===== src/rtl/odq_pkg.sv =====
// Package for the ordered deque with key removal.
// Holds sizes, operation and status codes and the controller command struct.
// No dependencies.
`default_nettype none

package odq_pkg;

   localparam int CAPACITY    = 16;
   localparam int IDX_W       = $clog2(CAPACITY);
   localparam int CNT_W       = $clog2(CAPACITY + 1);
   localparam int MODE_W      = 3;
   localparam int DATA_W      = 16;
   localparam int STATUS_W    = 2;
   localparam int ENTRY_W     = 5;
   localparam int REQ_TDATA_W = 40;
   localparam int RSP_TDATA_W = 24;

   localparam logic [MODE_W-1:0] MODE_INS_TAIL  = 3'd0;
   localparam logic [MODE_W-1:0] MODE_INS_HEAD  = 3'd1;
   localparam logic [MODE_W-1:0] MODE_LOOKUP    = 3'd2;
   localparam logic [MODE_W-1:0] MODE_REMOVE_ID = 3'd3;
   localparam logic [MODE_W-1:0] MODE_REM_TAIL  = 3'd4;
   localparam logic [MODE_W-1:0] MODE_REM_HEAD  = 3'd5;

   localparam logic [STATUS_W-1:0] ST_OK   = 2'd0;
   localparam logic [STATUS_W-1:0] ST_MISS = 2'd1;
   localparam logic [STATUS_W-1:0] ST_FULL = 2'd2;

   typedef struct packed {
      logic load;
      logic search;
      logic exec;
   } cmd_type;

endpackage

`default_nettype wire


===== src/rtl/ordered_deque_with_key_removal.sv =====
// Top level of the ordered deque with search and removal by key.
// Joins odq_ctrl and odq_datapath; uses odq_pkg.
//
//   channel  direction  handshake            payload
//   req      in         req_tvalid/tready    req_tdata: mode, task_handle, task_id
//   rsp      out        rsp_tvalid/tready    rsp_tdata: status, found_handle, entry_count
//
// Each item goes through accept, parallel key compare over all cells,
// then priority select and cell shift with the result registered.
// A new item is accepted only after the previous item has executed.
// Synchronous reset empties the list; entry contents are not cleared.
// A stalled result holds in the output register; a new item is accepted
// meanwhile and waits in its execute step until the register is free.
`default_nettype none

module ordered_deque_with_key_removal (
   input  wire                                clock,
   input  wire                                reset,
   input  wire                                req_tvalid,
   output logic                               req_tready,
   // mode [2:0], task_handle [18:3], task_id [34:19], zero [39:35]
   input  wire  [odq_pkg::REQ_TDATA_W-1:0]    req_tdata,
   output logic                               rsp_tvalid,
   input  wire                                rsp_tready,
   // status [1:0], found_handle [17:2], entry_count [22:18], zero [23]
   output logic [odq_pkg::RSP_TDATA_W-1:0]    rsp_tdata
);
   import odq_pkg::*;

   cmd_type             cmd;
   logic [STATUS_W-1:0] rsp_status;
   logic [DATA_W-1:0]   rsp_found;
   logic [ENTRY_W-1:0]  rsp_count;

   odq_ctrl u_ctrl (
      .clock      (clock),
      .reset      (reset),
      .req_tvalid (req_tvalid),
      .req_tready (req_tready),
      .rsp_tvalid (rsp_tvalid),
      .rsp_tready (rsp_tready),
      .cmd        (cmd)
   );

   odq_datapath u_datapath (
      .clock      (clock),
      .reset      (reset),
      .cmd        (cmd),
      .req_mode   (req_tdata[MODE_W-1:0]),
      .req_handle (req_tdata[MODE_W+DATA_W-1:MODE_W]),
      .req_id     (req_tdata[MODE_W+2*DATA_W-1:MODE_W+DATA_W]),
      .rsp_status (rsp_status),
      .rsp_found  (rsp_found),
      .rsp_count  (rsp_count)
   );

   assign rsp_tdata = {1'b0, rsp_count, rsp_found, rsp_status};

endmodule

`default_nettype wire


===== src/rtl/odq_datapath.sv =====
// Datapath of the ordered deque: request registers, a row of entry cells,
// parallel key compare, priority select and the result register. Uses odq_pkg.
`default_nettype none

module odq_datapath (
   input  wire                          clock,
   input  wire                          reset,
   input  odq_pkg::cmd_type             cmd,
   input  wire  [odq_pkg::MODE_W-1:0]   req_mode,
   input  wire  [odq_pkg::DATA_W-1:0]   req_handle,
   input  wire  [odq_pkg::DATA_W-1:0]   req_id,
   output logic [odq_pkg::STATUS_W-1:0] rsp_status,
   output logic [odq_pkg::DATA_W-1:0]   rsp_found,
   output logic [odq_pkg::ENTRY_W-1:0]  rsp_count
);
   import odq_pkg::*;

   logic [MODE_W-1:0]   mode_ff;
   logic [DATA_W-1:0]   hdl_ff;
   logic [DATA_W-1:0]   key_ff;
   logic [CAPACITY-1:0] match_ff;
   logic [CAPACITY-1:0] match_in;
   logic [DATA_W-1:0]   handle_ff [CAPACITY];
   logic [DATA_W-1:0]   handle_in [CAPACITY];
   logic [DATA_W-1:0]   id_ff     [CAPACITY];
   logic [DATA_W-1:0]   id_in     [CAPACITY];
   logic [CNT_W-1:0]    count_ff;
   logic [CNT_W-1:0]    count_in;
   logic [CNT_W-1:0]    count_dec;
   logic [STATUS_W-1:0] status_ff;
   logic [STATUS_W-1:0] status_in;
   logic [DATA_W-1:0]   found_ff;
   logic [DATA_W-1:0]   found_in;
   logic [IDX_W-1:0]    hit_pos;
   logic                hit;
   logic [IDX_W-1:0]    sel_pos;
   logic                full;
   logic                empty;
   logic                do_tail;
   logic                do_head;
   logic                do_remove;

   always_comb begin
      for (int i = 0; i < CAPACITY; i++) begin
         match_in[i] = (id_ff[i] == key_ff) && (CNT_W'(i) < count_ff);
      end
   end

   always_comb begin
      hit_pos = '0;
      for (int i = CAPACITY - 1; i >= 0; i--) begin
         if (match_ff[i]) begin
            hit_pos = IDX_W'(i);
         end
      end
   end

   assign hit       = |match_ff;
   assign full      = (count_ff == CNT_W'(CAPACITY));
   assign empty     = (count_ff == '0);
   assign count_dec = count_ff - CNT_W'(1);

   always_comb begin
      status_in = ST_OK;
      found_in  = '0;
      sel_pos   = hit_pos;
      do_tail   = 1'b0;
      do_head   = 1'b0;
      do_remove = 1'b0;
      count_in  = count_ff;
      case (mode_ff)
         MODE_INS_TAIL, MODE_INS_HEAD: begin
            if (full) begin
               status_in = ST_FULL;
            end else begin
               do_tail  = (mode_ff == MODE_INS_TAIL);
               do_head  = (mode_ff == MODE_INS_HEAD);
               count_in = count_ff + CNT_W'(1);
            end
         end
         MODE_LOOKUP, MODE_REMOVE_ID: begin
            if (hit) begin
               found_in  = handle_ff[sel_pos];
               do_remove = (mode_ff == MODE_REMOVE_ID);
               count_in  = do_remove ? count_dec : count_ff;
            end else begin
               status_in = ST_MISS;
            end
         end
         MODE_REM_TAIL, MODE_REM_HEAD: begin
            sel_pos = (mode_ff == MODE_REM_TAIL) ? count_dec[IDX_W-1:0] : '0;
            if (empty) begin
               status_in = ST_MISS;
            end else begin
               found_in  = handle_ff[sel_pos];
               do_remove = 1'b1;
               count_in  = count_dec;
            end
         end
         default: begin
            status_in = ST_MISS;
         end
      endcase
   end

   always_comb begin
      for (int i = 0; i < CAPACITY; i++) begin
         handle_in[i] = handle_ff[i];
         id_in[i]     = id_ff[i];
         if (do_tail && (CNT_W'(i) == count_ff)) begin
            handle_in[i] = hdl_ff;
            id_in[i]     = key_ff;
         end
      end
      if (do_head) begin
         handle_in[0] = hdl_ff;
         id_in[0]     = key_ff;
         for (int i = 1; i < CAPACITY; i++) begin
            handle_in[i] = handle_ff[i-1];
            id_in[i]     = id_ff[i-1];
         end
      end
      if (do_remove) begin
         for (int i = 0; i < CAPACITY - 1; i++) begin
            if (IDX_W'(i) >= sel_pos) begin
               handle_in[i] = handle_ff[i+1];
               id_in[i]     = id_ff[i+1];
            end
         end
      end
   end

   always_ff @(posedge clock) begin
      if (cmd.load) begin
         mode_ff <= req_mode;
         hdl_ff  <= req_handle;
         key_ff  <= req_id;
      end
      if (cmd.search) begin
         match_ff <= match_in;
      end
      if (cmd.exec) begin
         handle_ff <= handle_in;
         id_ff     <= id_in;
         status_ff <= status_in;
         found_ff  <= found_in;
      end
   end

   always_ff @(posedge clock) begin
      if (reset) begin
         count_ff <= '0;
      end else if (cmd.exec) begin
         count_ff <= count_in;
      end
   end

   assign rsp_status = status_ff;
   assign rsp_found  = found_ff;
   assign rsp_count  = ENTRY_W'(count_ff);

   a_count_bound: assert property (@(posedge clock) disable iff (reset)
      count_ff <= CNT_W'(CAPACITY))
      else $error("entry count above capacity");

   a_full_keeps: assert property (@(posedge clock) disable iff (reset)
      cmd.exec && full && (mode_ff == MODE_INS_TAIL || mode_ff == MODE_INS_HEAD)
      |=> status_ff == ST_FULL && $stable(count_ff))
      else $error("insert into full list changed the count");

endmodule

`default_nettype wire


===== src/rtl/odq_ctrl.sv =====
// Controller of the ordered deque: sequences load, search and execute steps
// and owns the result valid flag. Uses odq_pkg.
`default_nettype none

module odq_ctrl (
   input  wire              clock,
   input  wire              reset,
   input  wire              req_tvalid,
   output logic             req_tready,
   output logic             rsp_tvalid,
   input  wire              rsp_tready,
   output odq_pkg::cmd_type cmd
);
   import odq_pkg::*;

   typedef enum logic [2:0] {
      S_IDLE   = 3'b001,
      S_SEARCH = 3'b010,
      S_EXEC   = 3'b100
   } state_type;

   state_type state_ff;
   state_type state_in;
   logic      rsp_valid_ff;
   logic      rsp_valid_in;
   logic      slot_free;

   assign slot_free  = !rsp_valid_ff || rsp_tready;
   assign req_tready = (state_ff == S_IDLE);

   assign cmd.load   = req_tvalid && req_tready;
   assign cmd.search = (state_ff == S_SEARCH);
   assign cmd.exec   = (state_ff == S_EXEC) && slot_free;

   always_comb begin
      state_in = state_ff;
      case (state_ff)
         S_IDLE: begin
            if (req_tvalid) begin
               state_in = S_SEARCH;
            end
         end
         S_SEARCH: begin
            state_in = S_EXEC;
         end
         S_EXEC: begin
            if (slot_free) begin
               state_in = S_IDLE;
            end
         end
         default: begin
            state_in = S_IDLE;
         end
      endcase
   end

   always_comb begin
      rsp_valid_in = rsp_valid_ff;
      if (cmd.exec) begin
         rsp_valid_in = 1'b1;
      end else if (rsp_tready) begin
         rsp_valid_in = 1'b0;
      end
   end

   always_ff @(posedge clock) begin
      if (reset) begin
         state_ff     <= S_IDLE;
         rsp_valid_ff <= 1'b0;
      end else begin
         state_ff     <= state_in;
         rsp_valid_ff <= rsp_valid_in;
      end
   end

   assign rsp_tvalid = rsp_valid_ff;

   a_accept_search: assert property (@(posedge clock) disable iff (reset)
      cmd.load |=> state_ff == S_SEARCH)
      else $error("accepted item did not start a search");

   a_search_exec: assert property (@(posedge clock) disable iff (reset)
      state_ff == S_SEARCH |=> state_ff == S_EXEC)
      else $error("search not followed by execute");

   a_exec_result: assert property (@(posedge clock) disable iff (reset)
      cmd.exec |=> rsp_valid_ff && state_ff == S_IDLE)
      else $error("execute step did not post a result");

endmodule

`default_nettype wire


===== config.mk =====
export PLATFORM = sky130hd
export DESIGN_NAME = ordered_deque_with_key_removal
export DESIGN_NICKNAME = d
export VERILOG_FILES = /design/src/rtl/odq_pkg.sv /design/src/rtl/ordered_deque_with_key_removal.sv /design/src/rtl/odq_datapath.sv /design/src/rtl/odq_ctrl.sv
export SDC_FILE = /design/constraint.sdc
export NUM_CORES = 2
export LEC_CHECK = 0
export BUFFER_PORTS_ARGS = -buffer_cell sky130_fd_sc_hd__buf_2
export CAP_MARGIN = 20
export CORE_MARGIN = 2
export CORE_UTILIZATION = 50
export CTS_CLUSTER_DIAMETER = 40
export DETAILED_ROUTE_END_ITERATION = 16
export HOLD_SLACK_MARGIN = 0.02
export PLACE_DENSITY = 0.66
export SLEW_MARGIN = 40
export SYNTH_ARGS = -nofsm -noshare
export SYNTH_HDL_FRONTEND = slang
export SYNTH_SLANG_ARGS = --single-unit

===== constraint.sdc =====
create_clock -name clock -period 20.5 [get_ports clock]
set_input_delay 1.025 -clock clock [delete_from_list [all_inputs] [get_ports clock]]
set_output_delay 1.025 -clock clock [all_outputs]
set_load 0.02 [all_outputs]

==> results.toml <==
[outcome]
status = "finished, final reports clean"

[synthesis]
synthFlopType = "edfxtp_1"
synth_seq_cells = 590
syn_nets = 4773
netlist_instances = 4724
synth.avg_cell_area_um2 = 8.72
syn_area_um2 = 41200
seq_area_frac_synth = 0.428
synth_enable_flop_cells = 581
synthArstFlopShare = 0
ys.warnings.count = 0
ys_types = 71

[power]
powerDensity_nw_per_um2 = 77.7
p_total_mw = 3.58
ir_worst_vdd_mv = 0.0709
power.leakage_nw = 17.2

[die]
dieArea_um2 = 84700
start_util = 0.503
die_y_um = 291
core-area_um2 = 81800
rows = 105
die_w_um = 291
io_pins = 70

[cts]
cts_root_buffer = "clkbuf_16"
htree_levels = 3
clockBufferDepth = 3
cts_buffers = 117
cts_tree = "yes"
path_clk_slew_ps = 50
post_cts_buffers = 0
hold_buffers = 0
post_cts_resized = 0
clock-sinks = 590
clkLatencyLatePin_ps = 700

[sta]
setup-violations-final = 0
rsz0062_at_grt = "false"
worst_pin_slew_ps = 927
hold_viol_final = 0
clock.fmax_mhz = 178
skew_ps = 31.8
min_period_over_period = 0.274
period_needed_ps = 5630
slew_headroom = 0.381
slew_violations = 0
fin_setup_tns_ps = 0

[drt]
wl_per_cell_um = 26.5
via_per_inst = 6.76
dr.pass1.iters = 7
drc = 0
routed-via-count = 38601
postRouteAntennaNets = 0
wirelength_mm = 151
drtIter0Drc = 5853

[grt]
grt_pass1_vias = 35893
grt-ovfl-total = 0
grt_max_degree = 203
antenna_found_initial = 1
grt.total_usage = 0.345
grt_pass1_wl_mm = 224

[cells_and_area]
fin_cells = 5709
layout-drive-gt1-share = 0.119
stdcell_area_um2 = 46100
num-nets-final = 4590
area_growth_pct = 11.8
insertedDiodeCount = 0
nFillCells = 7304

[min_path]
hold_depth = 1
worstHoldStart = "req_tdata[32]"
hold_path.class = "input port to flop"

[worst_setup_path]
critPathMaxFanout = 42
worstPathCellList = "inv_1, ha_1, xnor2_2, buf_4, or3_2, buf_4, a21boi_2, nand2_1, nor2_4, buf_4, o21ai_0"
cp_slowest_stage_delay_ps = 800
crit_path_frequent_cell = "buf_4"
critical_path_arrival_ps = 6020
reg2reg_depth = 11
r2r_start = "u_datapath.rsp_count[0]"
slowest_stage = "dfxtp_4"
worstSetupEndpoint = "u_datapath.id_ff[234]"
startpoint = "u_datapath.rsp_count[0]"
required_ps = 20900
crit_path_end_kind = "flop"
worstReg2RegEnd = "u_datapath.id_ff[234]"
path_class = "flop to flop"
r2r_slack_ps = 14870
cp-start-kind = "flop"

[placed_design]
place_inst = 5491
dpl-instance-area_um2 = 42100
place_congestion = 0.912
port_buffers = 63
dp_hpwl_mm = 86.1

[run]
drv_cap = 0
-- final cells by class --
type                    count  area (um2)  area share
clock buffers             129        3020      0.0655
repair buffers            168        1160      0.0253
well taps                1070        1340      0.0291
clock inverters            88         885      0.0192
flip-flops and latches    590       17600       0.383
multi-input cells        3656       22000       0.477
inverters                   8        42.5    0.000924
-- routing by layer --
metal  share of wire  routed length (um)  vias to the layer above  global-route usage
met5        0.000079                  12                        -                   0
met4           0.063                9580                        2               0.198
met3            0.11               17100                      594              0.0738
met2            0.44               66800                     2590               0.530
met1            0.38               57700                    18476               0.451
li1                -                   -                    16939                   -
-- cell usage in the layout (no fill, tap or decap), types with 88 or more instances in the layout --
cell type	synthesis	final
mux2i_1	285	285
o21ai_0	692	692
a211oi_1	89	88
nor2_1	185	181
clkbuf_16	0	119
xnor2_1	89	89
a21oi_1	142	139
nand3_1	602	600
edfxtp_1	581	581
buf_4	6	92
mux2_2	116	116
xor2_1	172	171
nand2_1	809	798
-- how the worst min path moves through the flow --
stage | slack, ps | to
2_1_floorplan | 480 | u_ctrl.state_ff[2]
3_3_place_gp | 540 | u_ctrl.state_ff[2]
3_5_place_dp | 540 | u_ctrl.state_ff[2]
4_1_cts | 460 | u_datapath.key_ff[13]
5_1_grt | 480 | u_datapath.key_ff[3]
6_report | 500 | u_datapath.key_ff[13]
-- cells by family (layout without fill, tap and decap cells) --
family                     Yosys count  in the layout  share of synthesized area
other                                1              1                  0.0000910
AOI/OAI and AO/OA                 1154           1154                      0.163
muxes                              433            433                      0.110
adders and majority gates            5              5                    0.00152
xor gates and xnor gates           262            262                     0.0559
buffers and inverters              478            393                     0.0463
DFF                                590            590                      0.428
and+or+nand+nor                   1801           1801                      0.195
-- state kept, by name (all words and copies together) (netlist names) --
| register | cells |
|---|---|
| u_datapath.handle_ff | 256 |
| u_datapath.id_ff | 256 |
| u_datapath.hdl_ff | 16 |
| u_datapath.key_ff | 16 |
| u_datapath.match_ff | 16 |
| u_datapath.rsp_found | 16 |
| u_datapath.rsp_count | 5 |
| u_ctrl.state_ff | 3 |
| u_datapath.mode_ff | 3 |
| u_datapath.rsp_status | 2 |
| u_ctrl.rsp_tvalid | 1 |
-- worst max-delay path: cells and delay by family (launching register included) --
kind                     cells  cell delay, ps
AND/OR/NAND/NOR              3            1650
adder cells (fa/ha/maj)      1             410
AO/OA/AOI/OAI                2             530
flip-flops                   1             800
XOR/XNOR                     1             150
buffers and inverters        4            1700
-- report_power, final --
| group | switching (mW) | internal [mW] |
|---|---|---|
| logic | 0.203 | 0.100 |
| registers | 0.0182 | 1.34 |
| clock network | 0.683 | 1.23 |
| total | 0.904 | 2.68 |
-- per-stage QoR --
stage	worst slack, ps	util	hold slack (ps)
global route	14790	0.563	479
finish	14870	0.563	499
global placement	14860	0.514	543
detailed placement	15130	0.515	544
floorplan	8790	-	482
CTS	15120	0.562	464
-- Yosys cell counts (8+ instances only) --
library cell	n	area [um2]
a31oi_1	31	194
and3_1	38	238
a21o_1	33	248
clkbuf_1	345	1290
nor3_1	37	185
mux2_1	32	360
buf_2	53	265
o21ai_0	692	3460
a311o_1	8	80.1
a221oi_1	63	552
a311oi_1	12	105
edfxtp_1	581	17400
mux2_2	116	1310
nor2_1	185	694
nand4_1	42	263
a211o_1	24	210
a211oi_1	89	668
mux2i_1	285	2850
o22ai_1	19	119
xnor2_1	89	780
nand2_1	809	3040
o21ai_1	11	55.1
a21oi_1	142	711
nand3_1	602	3010
nor4_1	45	282
buf_1	63	236
dfxtp_1	9	180
xor2_1	172	1510
Power figures use the tool's default switching activity.
